==> src/ppt_pkg.sv <==
// Shared types and constants of the peer presence table.
package ppt_pkg;

  localparam int unsigned AddrWidth = 32;
  localparam int unsigned AgeWidth = 8;
  localparam int unsigned IndexWidth = 4;
  localparam logic [AgeWidth-1:0] AgeMax = 8'd255;
  localparam logic [AgeWidth-1:0] TimeoutReset = 8'd5;
  localparam logic [4:0] MaxOfflineReports = 5'd16;

  typedef enum logic [2:0] {
    EV_OWN     = 3'd0,
    EV_REFRESH = 3'd1,
    EV_BACK    = 3'd2,
    EV_ADDED   = 3'd3,
    EV_FULL    = 3'd4,
    EV_OFFLINE = 3'd5,
    EV_DONE    = 3'd6
  } event_e;

  typedef enum logic [1:0] {
    CFG_TIMEOUT   = 2'd0,
    CFG_OWN_A     = 2'd1,
    CFG_OWN_B     = 2'd2,
    CFG_OWN_EN    = 2'd3
  } cfg_reg_e;

  // Controller to datapath.
  typedef struct packed {
    logic load;        // capture the input beat
    logic scan_start;  // rewind the slot walk
    logic hb_adv;      // step the walk, read only
    logic tick_adv;    // step the walk, age and write back
    logic hb_hit;      // refresh the matched slot and report it
    logic hb_miss;     // append the sender or report a full table
    logic emit_own;    // report an own address
    logic emit_done;   // report the end of a tick
  } ppt_cmd_t;

  // Datapath to controller.
  typedef struct packed {
    logic is_tick;
    logic own_hit;
    logic hit;
    logic scan_busy;
    logic off_pending;
    logic out_free;
  } ppt_status_t;

endpackage

==> src/ppt_ctrl.sv <==
// Sequencer of the peer presence table: accepts beats and steps the slot walk.
module ppt_ctrl
  import ppt_pkg::*;
(
  input  logic        clk_i,
  input  logic        rst_ni,
  input  logic        in_valid_i,
  output logic        in_stall_o,
  input  ppt_status_t status_i,
  output ppt_cmd_t    cmd_o
);

  typedef enum logic [4:0] {
    ST_IDLE    = 5'b00001,
    ST_CHECK   = 5'b00010,
    ST_HB_SCAN = 5'b00100,
    ST_TK_SCAN = 5'b01000,
    ST_TK_DONE = 5'b10000
  } state_e;

  state_e state_q, state_d;

  always_ff @(posedge clk_i or negedge rst_ni) begin
    if (!rst_ni) begin
      state_q <= ST_IDLE;
    end else begin
      state_q <= state_d;
    end
  end

  assign in_stall_o = (state_q != ST_IDLE);

  always_comb begin
    cmd_o   = '0;
    state_d = state_q;
    case (state_q)
      ST_IDLE: begin
        if (in_valid_i) begin
          cmd_o.load = 1'b1;
          state_d    = ST_CHECK;
        end
      end
      ST_CHECK: begin
        if (status_i.is_tick) begin
          cmd_o.scan_start = 1'b1;
          state_d          = ST_TK_SCAN;
        end else if (status_i.own_hit) begin
          if (status_i.out_free) begin
            cmd_o.emit_own = 1'b1;
            state_d        = ST_IDLE;
          end
        end else begin
          cmd_o.scan_start = 1'b1;
          state_d          = ST_HB_SCAN;
        end
      end
      ST_HB_SCAN: begin
        if (status_i.hit) begin
          if (status_i.out_free) begin
            cmd_o.hb_hit = 1'b1;
            state_d      = ST_IDLE;
          end
        end else if (status_i.scan_busy) begin
          cmd_o.hb_adv = 1'b1;
        end else if (status_i.out_free) begin
          cmd_o.hb_miss = 1'b1;
          state_d       = ST_IDLE;
        end
      end
      ST_TK_SCAN: begin
        // hold while an offline report waits for the output register
        if (status_i.off_pending && !status_i.out_free) begin
          state_d = ST_TK_SCAN;
        end else if (status_i.scan_busy) begin
          cmd_o.tick_adv = 1'b1;
        end else begin
          state_d = ST_TK_DONE;
        end
      end
      ST_TK_DONE: begin
        if (status_i.out_free) begin
          cmd_o.emit_done = 1'b1;
          state_d         = ST_IDLE;
        end
      end
      default: begin
        state_d = ST_IDLE;
      end
    endcase
  end

endmodule

==> src/ppt_datapath.sv <==
// Datapath of the peer presence table: slot memories, walk counters, output register.
module ppt_datapath
  import ppt_pkg::*;
#(
  parameter int unsigned TABLE_DEPTH = 16
) (
  input  logic                  clk_i,
  input  logic                  rst_ni,
  input  ppt_cmd_t              cmd_i,
  output ppt_status_t           status_o,
  input  logic                  command_i,
  input  logic [AddrWidth-1:0]  sender_ip_i,
  input  logic                  cfg_we_i,
  input  logic [1:0]            cfg_index_i,
  input  logic [AddrWidth-1:0]  cfg_data_i,
  input  logic                  out_stall_i,
  output logic                  out_valid_o,
  output logic [2:0]            event_res_o,
  output logic [IndexWidth-1:0] entry_index_o,
  output logic [AddrWidth-1:0]  entry_ip_o,
  output logic                  last_o
);

  localparam int unsigned IdxW = $clog2(TABLE_DEPTH);
  localparam int unsigned CntW = $clog2(TABLE_DEPTH + 1);
  localparam int unsigned StW  = AgeWidth + 1;

  // configuration
  logic [AgeWidth-1:0]  timeout_q;
  logic [AddrWidth-1:0] own_a_q, own_b_q;
  logic [1:0]           own_en_q;

  always_ff @(posedge clk_i or negedge rst_ni) begin
    if (!rst_ni) begin
      timeout_q <= TimeoutReset;
      own_a_q   <= '0;
      own_b_q   <= '0;
      own_en_q  <= '0;
    end else if (cfg_we_i) begin
      case (cfg_index_i)
        CFG_TIMEOUT: timeout_q <= cfg_data_i[AgeWidth-1:0];
        CFG_OWN_A:   own_a_q   <= cfg_data_i;
        CFG_OWN_B:   own_b_q   <= cfg_data_i;
        CFG_OWN_EN:  own_en_q  <= cfg_data_i[1:0];
        default:     timeout_q <= timeout_q;
      endcase
    end
  end

  // captured beat
  logic                 tick_q;
  logic [AddrWidth-1:0] ip_q;

  always_ff @(posedge clk_i) begin
    if (cmd_i.load) begin
      tick_q <= command_i;
      ip_q   <= sender_ip_i;
    end
  end

  // walk control
  logic [CntW-1:0] used_q, rd_idx_q;
  logic [IdxW-1:0] ev_idx_q;
  logic            pv_q;
  logic [4:0]      rep_q;
  logic            rd_more, full, adv, rd_en;

  assign rd_more = (rd_idx_q < used_q);
  assign full    = (used_q == CntW'(TABLE_DEPTH));
  assign adv     = cmd_i.hb_adv | cmd_i.tick_adv;
  assign rd_en   = adv & rd_more;

  // slot memories: address, and {online, age}
  logic [AddrWidth-1:0] addr_mem [TABLE_DEPTH];
  logic [StW-1:0]       state_mem [TABLE_DEPTH];
  logic [AddrWidth-1:0] rd_addr_q;
  logic [StW-1:0]       rd_state_q;

  // evaluation of the slot under the walk
  logic                rd_online, aged_out, off_pending;
  logic [AgeWidth-1:0] new_age;

  assign rd_online   = rd_state_q[StW-1];
  assign new_age     = (rd_state_q[AgeWidth-1:0] == AgeMax) ? AgeMax
                                                            : rd_state_q[AgeWidth-1:0] + 8'd1;
  assign aged_out    = (new_age > timeout_q);
  assign off_pending = pv_q & rd_online & aged_out & (rep_q != MaxOfflineReports);

  always_ff @(posedge clk_i or negedge rst_ni) begin
    if (!rst_ni) begin
      used_q   <= '0;
      rd_idx_q <= '0;
      pv_q     <= 1'b0;
      rep_q    <= '0;
    end else begin
      if (cmd_i.scan_start) begin
        rd_idx_q <= '0;
        pv_q     <= 1'b0;
        rep_q    <= '0;
      end else if (adv) begin
        pv_q <= rd_more;
        if (rd_more) begin
          rd_idx_q <= rd_idx_q + CntW'(1);
        end
        if (cmd_i.tick_adv && off_pending) begin
          rep_q <= rep_q + 5'd1;
        end
      end
      if (cmd_i.hb_miss && !full) begin
        used_q <= used_q + CntW'(1);
      end
    end
  end

  always_ff @(posedge clk_i) begin
    if (rd_en) begin
      ev_idx_q   <= rd_idx_q[IdxW-1:0];
      rd_addr_q  <= addr_mem[rd_idx_q[IdxW-1:0]];
      rd_state_q <= state_mem[rd_idx_q[IdxW-1:0]];
    end
  end

  logic            st_we;
  logic [IdxW-1:0] st_wa;
  logic [StW-1:0]  st_wd;
  logic            add_we;

  assign add_we = cmd_i.hb_miss & ~full;

  always_comb begin
    st_we = 1'b0;
    st_wa = ev_idx_q;
    st_wd = {1'b1, {AgeWidth{1'b0}}};
    if (cmd_i.hb_hit) begin
      st_we = 1'b1;
    end else if (add_we) begin
      st_we = 1'b1;
      st_wa = used_q[IdxW-1:0];
    end else if (cmd_i.tick_adv && pv_q) begin
      st_we = 1'b1;
      st_wd = {rd_online & ~aged_out, new_age};
    end
  end

  always_ff @(posedge clk_i) begin
    if (st_we) begin
      state_mem[st_wa] <= st_wd;
    end
    if (add_we) begin
      addr_mem[used_q[IdxW-1:0]] <= ip_q;
    end
  end

  // output register
  logic                  out_valid_q;
  event_e                out_ev_q, ev_d;
  logic [IndexWidth-1:0] out_idx_q, idx_d;
  logic [AddrWidth-1:0]  out_ip_q, ip_d;
  logic                  out_last_q, last_d;
  logic                  emit, out_free;

  assign out_free = ~out_valid_q | ~out_stall_i;

  always_comb begin
    emit   = 1'b1;
    ev_d   = EV_DONE;
    idx_d  = '0;
    ip_d   = ip_q;
    last_d = 1'b1;
    if (cmd_i.emit_own) begin
      ev_d = EV_OWN;
    end else if (cmd_i.hb_hit) begin
      ev_d  = rd_online ? EV_REFRESH : EV_BACK;
      idx_d = IndexWidth'(ev_idx_q);
    end else if (cmd_i.hb_miss) begin
      if (full) begin
        ev_d = EV_FULL;
      end else begin
        ev_d  = EV_ADDED;
        idx_d = IndexWidth'(used_q[IdxW-1:0]);
      end
    end else if (cmd_i.tick_adv && off_pending) begin
      ev_d   = EV_OFFLINE;
      idx_d  = IndexWidth'(ev_idx_q);
      ip_d   = rd_addr_q;
      last_d = 1'b0;
    end else if (cmd_i.emit_done) begin
      ip_d = '0;
    end else begin
      emit = 1'b0;
    end
  end

  always_ff @(posedge clk_i or negedge rst_ni) begin
    if (!rst_ni) begin
      out_valid_q <= 1'b0;
    end else if (emit) begin
      out_valid_q <= 1'b1;
    end else if (!out_stall_i) begin
      out_valid_q <= 1'b0;
    end
  end

  always_ff @(posedge clk_i) begin
    if (emit) begin
      out_ev_q   <= ev_d;
      out_idx_q  <= idx_d;
      out_ip_q   <= ip_d;
      out_last_q <= last_d;
    end
  end

  assign out_valid_o   = out_valid_q;
  assign event_res_o   = out_ev_q;
  assign entry_index_o = out_idx_q;
  assign entry_ip_o    = out_ip_q;
  assign last_o        = out_last_q;

  assign status_o.is_tick     = tick_q;
  assign status_o.own_hit     = (own_en_q[0] && (ip_q == own_a_q)) ||
                                (own_en_q[1] && (ip_q == own_b_q));
  assign status_o.hit         = pv_q & (rd_addr_q == ip_q);
  assign status_o.scan_busy   = pv_q | rd_more;
  assign status_o.off_pending = off_pending;
  assign status_o.out_free    = out_free;

endmodule

==> src/peer_presence_table_with_aging_top.sv <==
// Top level of the peer presence table with aging.
//
// Holds up to TABLE_DEPTH peer IPv4 addresses, each with an online flag and an
// age in ticks. A heartbeat beat (command 0) is first checked against the two
// enabled own addresses, then looked up by walking the filled slots one per
// clock; a hit clears the age and marks the peer online, a miss appends the
// sender in the next free slot or reports a full table. A tick beat (command 1)
// walks every filled slot once, ages it (saturating at 255) and reports each
// online peer whose age now exceeds timeout_ticks as gone offline, at most 16
// reports per tick, and closes with a done beat carrying last = 1. A heartbeat
// gives one result beat, a tick gives the offline beats and then the done beat.
// Slots fill in order and are never freed, so a fill count stands in for valid
// bits and no clearing pass runs after reset. Rate: one item at a time; the
// slot memory has a single registered read port, so a walk reads the filled
// slots in turn, and the next beat is taken only once the block is back in
// idle, when the last beat has been handled and its results registered, which
// waits while the output side holds stall high on a pending result.
// Configuration writes are always taken (cfg_ready_o is tied high) and are
// meant to happen only while the block is idle.
module peer_presence_table_with_aging_top
  import ppt_pkg::*;
#(
  parameter int unsigned TABLE_DEPTH = 16
) (
  input  logic                  clk_i,
  input  logic                  rst_ni,
  // input beats
  input  logic                  in_valid_i,
  output logic                  in_stall_o,
  input  logic                  command_i,
  input  logic [AddrWidth-1:0]  sender_ip_i,
  // result beats
  output logic                  out_valid_o,
  input  logic                  out_stall_i,
  output logic [2:0]            event_res_o,
  output logic [IndexWidth-1:0] entry_index_o,
  output logic [AddrWidth-1:0]  entry_ip_o,
  output logic                  last_o,
  // configuration writes
  input  logic                  cfg_valid_i,
  output logic                  cfg_ready_o,
  input  logic [1:0]            cfg_index_i,
  input  logic [AddrWidth-1:0]  cfg_data_i
);

  ppt_cmd_t    cmd;
  ppt_status_t status;

  assign cfg_ready_o = 1'b1;

  // sequence the walk
  ppt_ctrl u_ctrl (
    .clk_i      (clk_i),
    .rst_ni     (rst_ni),
    .in_valid_i (in_valid_i),
    .in_stall_o (in_stall_o),
    .status_i   (status),
    .cmd_o      (cmd)
  );

  // hold the table, the registers and the result beat
  ppt_datapath #(
    .TABLE_DEPTH (TABLE_DEPTH)
  ) u_datapath (
    .clk_i         (clk_i),
    .rst_ni        (rst_ni),
    .cmd_i         (cmd),
    .status_o      (status),
    .command_i     (command_i),
    .sender_ip_i   (sender_ip_i),
    .cfg_we_i      (cfg_valid_i & cfg_ready_o),
    .cfg_index_i   (cfg_index_i),
    .cfg_data_i    (cfg_data_i),
    .out_stall_i   (out_stall_i),
    .out_valid_o   (out_valid_o),
    .event_res_o   (event_res_o),
    .entry_index_o (entry_index_o),
    .entry_ip_o    (entry_ip_o),
    .last_o        (last_o)
  );

endmodule
==> config.mk <==
export PLATFORM = sky130hd
export DESIGN_NAME = peer_presence_table_with_aging_top
export DESIGN_NICKNAME = d
export VERILOG_FILES = /design/src/ppt_pkg.sv /design/src/ppt_ctrl.sv /design/src/ppt_datapath.sv /design/src/peer_presence_table_with_aging_top.sv
export SDC_FILE = /design/constraint.sdc
export NUM_CORES = 1
export LEC_CHECK = 0
export BUFFER_PORTS_ARGS = -buffer_cell sky130_fd_sc_hd__buf_2
export CORE_ASPECT_RATIO = 0.6
export CORE_MARGIN = 4
export CORE_UTILIZATION = 47
export CTS_CLUSTER_SIZE = 20
export DETAILED_ROUTE_END_ITERATION = 10
export PLACE_DENSITY = 0.74
export SYNTH_ARGS = -nofsm -noshare
export SYNTH_HDL_FRONTEND = slang
export SYNTH_SLANG_ARGS = --single-unit
==> constraint.sdc <==
create_clock -name clk_i -period 12 [get_ports clk_i]
set_input_delay 1.8 -clock clk_i [delete_from_list [all_inputs] [get_ports clk_i]]
set_output_delay 1.8 -clock clk_i [all_outputs]
set_load 0.05 [all_outputs]
; ---- Word-level counts from Yosys, hierarchy flattened
; Memories as Yosys holds them, arrays and structs flattened. A register that Yosys moved wholly into a read port is not among the register bits.
; Cells that the tools add are included.
[totals]
ff_bits = 173
inputBits = 72
ram_bits = 656
out_inout_bits = 43
mem_count = 2
wordCells = 150
[mem_list]
columns = memory, depth, width, rd, rd_ports_with_merged_regs, write_ports, line_no
row1 = u_datapath.addr_mem, 16, 32, 1, 1, 1, ppt_datapath.sv:74  ; logic [AddrWidth-1:0] addr_mem [TABLE_DEPTH];
row2 = u_datapath.state_mem, 16, 9, 1, 1, 1, ppt_datapath.sv:75  ; logic [StW-1:0] state_mem [TABLE_DEPTH];
[classes]
n_reduce_logical = 21
n_eq_ne = 19
order_cmp = 2
bitwise = 14
addsub = 4
n_mux = 71
[ops]
columns = operator, n
row1 = $mux 32, 5
row2 = $eq 32x32->1, 3
row3 = $mux 5, 14
row4 = $mux 1, 35
row5 = $mux 9, 3
row6 = $pmux 5 s5, 1
row7 = $mux 4, 6
row8 = $add 5x1->5 const B, 3
row9 = $reduce_and 2->1, 6
row10 = $eq 5x5->1 const B, 2
row11 = $mux 3, 3
row12 = $add 8x1->8 const B, 1
row13 = $eq 8x8->1 const B, 1
row14 = $gt 8x8->1, 1
row15 = $mux 8, 1
row16 = $and 1x1->1, 7
row17 = $logic_and 1x1->1, 6
row18 = $mux 2, 3
row19 = $reduce_bool 2->1, 3
row20 = $eq 5x1->1 const B, 1
row21 = $eq 5x2->1 const B, 1
row22 = $eq 5x3->1 const B, 1
row23 = $eq 5x4->1 const B, 1
row24 = $lt 5x5->1, 1
row25 = 15 further kinds, 22

; ---- Logic depth before layout (Yosys ltp)
[logic_depth]
ltp_word = 14
ltp_mapped = 14
depth_no_buf = 13

; ---- Hierarchy
; Synthesis repeated with hierarchy kept, for this count alone.
[unflattened]
cells_unflattened = 1728
hier_area_um2 = 34748.3
[modules_own_cells]
columns = mod, area_each_um2, cells_per_inst, instances, seq_area_each_um2
row1 = ppt_datapath, 34339.2, 1678, 1, 25522.0
row2 = ppt_ctrl, 397.9, 48, 1, 126.4
row3 = peer_presence_table_with_aging_top, 11.3, 2, 1, 0.0

; ---- Least setup slack after synthesis
; No wires, ideal clock.
[synth_path]
kind = input to register
start = input out_stall_i
end = memory u_datapath.addr_mem[0][0], enable pin
n_path_buf = 0
setup_time_ns = 0.461
stages = 5
arrival_time_ns = 4.756
t_required_ns = 11.539
slack_ns = 6.783
path_cell_list = nand2_1 -> nand2_2 -> nor2_1 -> nand2_1 -> nor3_1
[synth_between]
elab_chain_len = 9
[synth_lines]
columns = element, line_no
row1 = start: declaration, peer_presence_table_with_aging_top.sv:34  ; input logic out_stall_i,
row2 = $not 1->1, ppt_datapath.sv:162  ; assign out_free = ~out_valid_q | ~out_stall_i;
row3 = $or 1x1->1, ppt_datapath.sv:162
row4 = $mux 1, ppt_ctrl.sv:65  ; end else if (status_i.out_free) begin
row5 = $mux 1, ppt_ctrl.sv:63  ; end else if (status_i.scan_busy) begin
row6 = $mux 1, ppt_ctrl.sv:58  ; if (status_i.hit) begin
row7 = $mux 2, ppt_ctrl.sv:36  ; case (state_q)
row8 = $and 1x1->1, ppt_datapath.sv:128  ; assign add_we = cmd_i.hb_miss & ~full;
row9 = $mux 1, ppt_datapath.sv:149  ; if (add_we) begin
row10 = $mux 1 (implied by the code), ppt_datapath.sv:150  ; addr_mem[used_q[IdxW-1:0]] <= ip_q;
row11 = end: declaration, ppt_datapath.sv:74
; No other way between the ends.

; ---- Final worst setup path
[layout_path]
start = register u_datapath.rd_state_q[2], read port of u_datapath.state_mem
end = memory u_datapath.state_mem[3][8] (netlist name), enable pin
[layout_between]
elab_chain_len = 14
elab_cells_between_ends = 15
cone_classes = 1 x add/sub / 1 x order compare / 1 x eq/ne / 8 x mux / 2 x bitwise / 2 x reduce/logical
[layout_lines]
columns = element, line_no
row1 = start: declaration, ppt_datapath.sv:77  ; logic [StW-1:0] rd_state_q;
row2 = $add 8x1->8 / $eq 8x8->1 (equally long branches), "ppt_datapath.sv:85, ppt_datapath.sv:84"
row3 = $mux 8 *, ppt_datapath.sv:84  ; assign new_age = (rd_state_q[AgeWidth-1:0] == AgeMax) ? AgeMax
row4 = $gt 8x8->1 *, ppt_datapath.sv:86  ; assign aged_out = (new_age > timeout_q);
row5 = $and 1x1->1 * (2 in series), ppt_datapath.sv:87  ; assign off_pending = pv_q & rd_online & aged_out & (rep_q != MaxOfflineReports);
row6 = $logic_and 1x1->1 *, ppt_ctrl.sv:72  ; if (status_i.off_pending && !status_i.out_free) begin
row7 = $mux 1 *, ppt_ctrl.sv:72
row8 = $mux 1 *, ppt_ctrl.sv:36
row9 = $logic_and 1x1->1 *, ppt_datapath.sv:139  ; end else if (cmd_i.tick_adv && pv_q) begin
row10 = $mux 1 *, ppt_datapath.sv:139
row11 = $mux 1 *, ppt_datapath.sv:136  ; end else if (add_we) begin
row12 = $mux 1 *, ppt_datapath.sv:134  ; if (cmd_i.hb_hit) begin
row13 = $mux 1 *, ppt_datapath.sv:146  ; if (st_we) begin
row14 = $mux 1 (implied by the code) *, ppt_datapath.sv:147  ; state_mem[st_wa] <= st_wd;
row15 = end: declaration, ppt_datapath.sv:75
; Mark *: on every way between the ends. The rest lies on a longest branch, timed or not.

==> results.json <==
{
  "multiInputGateArea_um2": 8720,
  "clockBufferDepth": 3,
  "drv_cap": 0,
  "post_cts_buffers": 0,
  "slowest_stage": "nor3_1",
  "cpMostUsedCell": "nor2_1",
  "post_drt_wl_per_cell_um": 28.0,
  "place_inst": 2810,
  "antenna_found_initial": 6,
  "cts_root_buf": "clkbuf_16",
  "drc": 0,
  "yosys.area.top_type_share_pct": 67.1,
  "clkPwrFrac_pct": 33.3,
  "place_area_um2": 36600,
  "dr.pass1.iters": 5,
  "dp_hpwl_um": 51000,
  "finalInstanceArea_um2": 39100,
  "place_ws_ns": 7.14,
  "cp_max_fo": 10,
  "fmax_mhz": 211,
  "start_util_pct": 47.8,
  "grt_usage_pct": 21.5,
  "slew_viol_final": 0,
  "via_count": 17996,
  "setup_tns_ns": 0,
  "vdd_drop_max_uv": 115,
  "async_flop_share_pct": 11.0,
  "final_cell_count_no_fill": 2955,
  "power.internal_uw": 5340,
  "fillerInstances": 5404,
  "min_period_over_period_pct": 39.5,
  "syn_nets": 1834,
  "core_um2": 72400,
  "status": "complete, no violations",
  "powerDensity_nw_per_um2": 186,
  "worstSetupPathType": "reg -> reg",
  "skew_ns": 0.0230,
  "synth_area_um2": 34600,
  "end_kind": "flop",
  "ios": 115,
  "synth_area_per_cell_um2": 19.9,
  "die_area_um2": 78200,
  "p_comb_share_pct": 15.7,
  "ys_ff_latch": 870,
  "drt_first_iter_violations": 2545,
  "cpPeakStageDelay_ns": 1.04,
  "synth_edf_count": 774,
  "cts_tree": "done",
  "port_buffers": 113,
  "nets": 2007,
  "hold_path.class": "reg -> reg",
  "worstPathArrival_ns": 4.97,
  "viasPerCell": 6.09,
  "required_ns": 12.23,
  "final_antenna_net_count": 0,
  "die_h_um": 218,
  "finalSetupViolCount": 0,
  "cp_cell_sequence": "and2_1 -> and3_1 -> nand4_1 -> mux2_2 -> ha_1 -> a21oi_1 -> o21ai_0 -> and3b_1 -> nor2_1 -> nor2_1 -> o22ai_1 -> nor3_1",
  "grt_pass1_wl_um": 122000,
  "cts.sinks": 870,
  "first_global_vias": 17859,
  "synth_cell_types": 60,
  "ys.flop_type": "edfxtp_1",
  "ys_warn_count": 0,
  "overflow": 0,
  "place_congestion": 0.873,
  "p_leak_uw": 0.0130,
  "cts_hold_buffers": 0,
  "htree_levels": 3,
  "hold-worst-slack_ns": 0.479,
  "drive_above_1_share_pct": 29.9,
  "p_sw_share_pct": 26.5,
  "die_w_um": 358,
  "p_switching_uw": 1920,
  "clkLatencyLatePin_ns": 0.63,
  "finalHoldViolations": 0,
  "synth_area_leaders": "edfxtp_1 67%, mux4_2 13%, dfrtp_1 6.7%",
  "clk_pin_slew_ns": 0.07,
  "ctsResizeCount": 0,
  "area_growth_pct": 13.0,
  "cts_made_buffers": 77,
  "max_slew_margin_pct": 9.02,
  "seqPwrFrac_pct": 51.0,
  "seqCellArea_um2": 25700,
  "start_kind": "flop",
  "setup_ws_ns": 7.26,
  "worst_pin_slew_ns": 1.36,
  "rows": 76,
  "yosysSeqAreaShare_pct": 74.1,
  "yosys.area.top_type": "edfxtp_1",
  "syn_inst": 1742,
  "wl_um": 82700,
  "grt_setup_unrepaired": "false",
  "grt_max_degree": 76,
  "period_minus_slack_ns": 4.74
}
-- critical path, delay by kind of cell (launching register included) --
kind	cells	cell delay, ns
AND/OR/NAND/NOR	7	2.48
multiplexers	1	0.36
AO/OA/AOI/OAI	3	0.76
flip-flops	1	0.43
adder cells (fa/ha/maj)	1	0.31
-- synthesized netlist by cell type (all sizes together), types with 2 or more instances --
cell      n
and4      5
dfstp     3
xor2     39
dfrtp    93
nor3     31
a21oi    27
nand3    49
nand2b    6
and3b     2
edfxtp  774
a21boi    2
mux4    205
nand2   100
a31oi     2
or3       2
nor2b     3
or4       4
nor3b     4
o21a      4
nor2     28
nor4     12
nand4    28
o22ai     6
inv      20
o211ai    3
o21ai    17
and3      5
or2       2
xnor2    68
nand3b    7
mux2     68
buf      24
ha       20
clkbuf   50
o31ai     4
and2      8
a21o      5
-- cell usage in the layout, fill, tap and decap left out, types with 11 or more instances in the layout --
master and count:
edfxtp_1 774, mux4_2 205, buf_2 112, nand2_1 99, dfrtp_1 89, clkbuf_16 79, mux2_2 68, xnor2_1 68
buf_4 55, nand3_1 48, xor2_1 39, nand4_1 28, a21oi_1 24, clkinv_1 24, nor2_1 21, nor3_1 20
ha_1 20, inv_1 19, o21ai_0 15, clkinv_2 15, nor4_1 11, nor3_2 11, clkbuf_1 11
-- registers in the layout, indices dropped and copies added (netlist names), 5 cells and up --
| register | flops |
|---|---|
| u_ctrl.state_q | 5 |
| u_datapath.addr_mem | 512 |
| u_datapath.entry_ip_o | 32 |
| u_datapath.ip_q | 32 |
| u_datapath.own_a_q | 32 |
| u_datapath.own_b_q | 32 |
| u_datapath.rd_addr_q | 32 |
| u_datapath.rd_idx_q | 5 |
| u_datapath.rd_state_q | 9 |
| u_datapath.rep_q | 5 |
| u_datapath.state_mem | 144 |
| u_datapath.timeout_q | 8 |
| u_datapath.used_q | 5 |
-- cell type report --
type	count	area share (%)
clock inverter	49	1.01
tap	975	3.12
timing repair buffer	168	2.51
inverter	20	0.192
sequential	870	65.6
antenna	2	0.0128
multi-input combinational	778	22.3
clock buffer	93	5.26
-- routing by layer --
metal	share of wire (%)	track usage, %	vias to the layer above
li1	-	-	7388
met1	42	33.8	9375
met2	42	29.2	1114
met3	14	7.07	115
met4	1.9	4.71	4
met5	0.022	0	-
-- stage by stage --
stage / util [%] / total power [µW]
final: 54.1 / 7260
after global routing: 54.1 / 7530
after CTS: 54.0 / 7280
after detailed placement: 50.6 / 4880
after global placement: 50.6 / 4840
after floorplan: - / 4470
-- cell families (layout without fill, tap and decap cells) --
kind of cell	Yosys count	count (layout)	share of synthesized area [%]
AO/OA/AOI/OAI	78	78	1.42
AND/OR/NAND/NOR	298	298	4.39
adder cells (fa/ha/maj)	20	20	0.723
multiplexers	274	274	15.6
buffers and inverters	94	330	1.08
other	1	3	0.0108
flip-flops	870	870	74.1
XOR/XNOR	107	107	2.71
-- final timing paths --
kind / startpoint / endpoint / slack [ns] / cells past startpoint
max reg2reg: u_datapath.rd_state_q[2] / u_datapath.state_mem[3][8] / 7.26 / 12
max: u_datapath.rd_state_q[2] / u_datapath.state_mem[3][8] / 7.26 / 12
min: u_datapath.used_q[4] / u_datapath.used_q[4] / 0.48 / 1
min in group asynchronous: rst_ni / u_datapath.own_a_q[30] / 1.16 / 1
max in group asynchronous: rst_ni / u_datapath.rd_idx_q[2] / 9.54 / 2
min reg2reg: u_datapath.used_q[4] / u_datapath.used_q[4] / 0.48 / 1
-- power by group through the flow --
| stage | clock, µW | sequential, µW | combinational, µW |
|---|---|---|---|
| 2_1_floorplan | 0 | 3740 | 728 |
| 3_3_place_gp | 0 | 3750 | 1090 |
| 3_5_place_dp | 0 | 3760 | 1120 |
| 4_1_cts | 2450 | 3700 | 1130 |
| 5_1_grt | 2590 | 3710 | 1230 |
| 6_report | 2420 | 3700 | 1140 |
No activity file was read; power rests on OpenSTA's default activity.
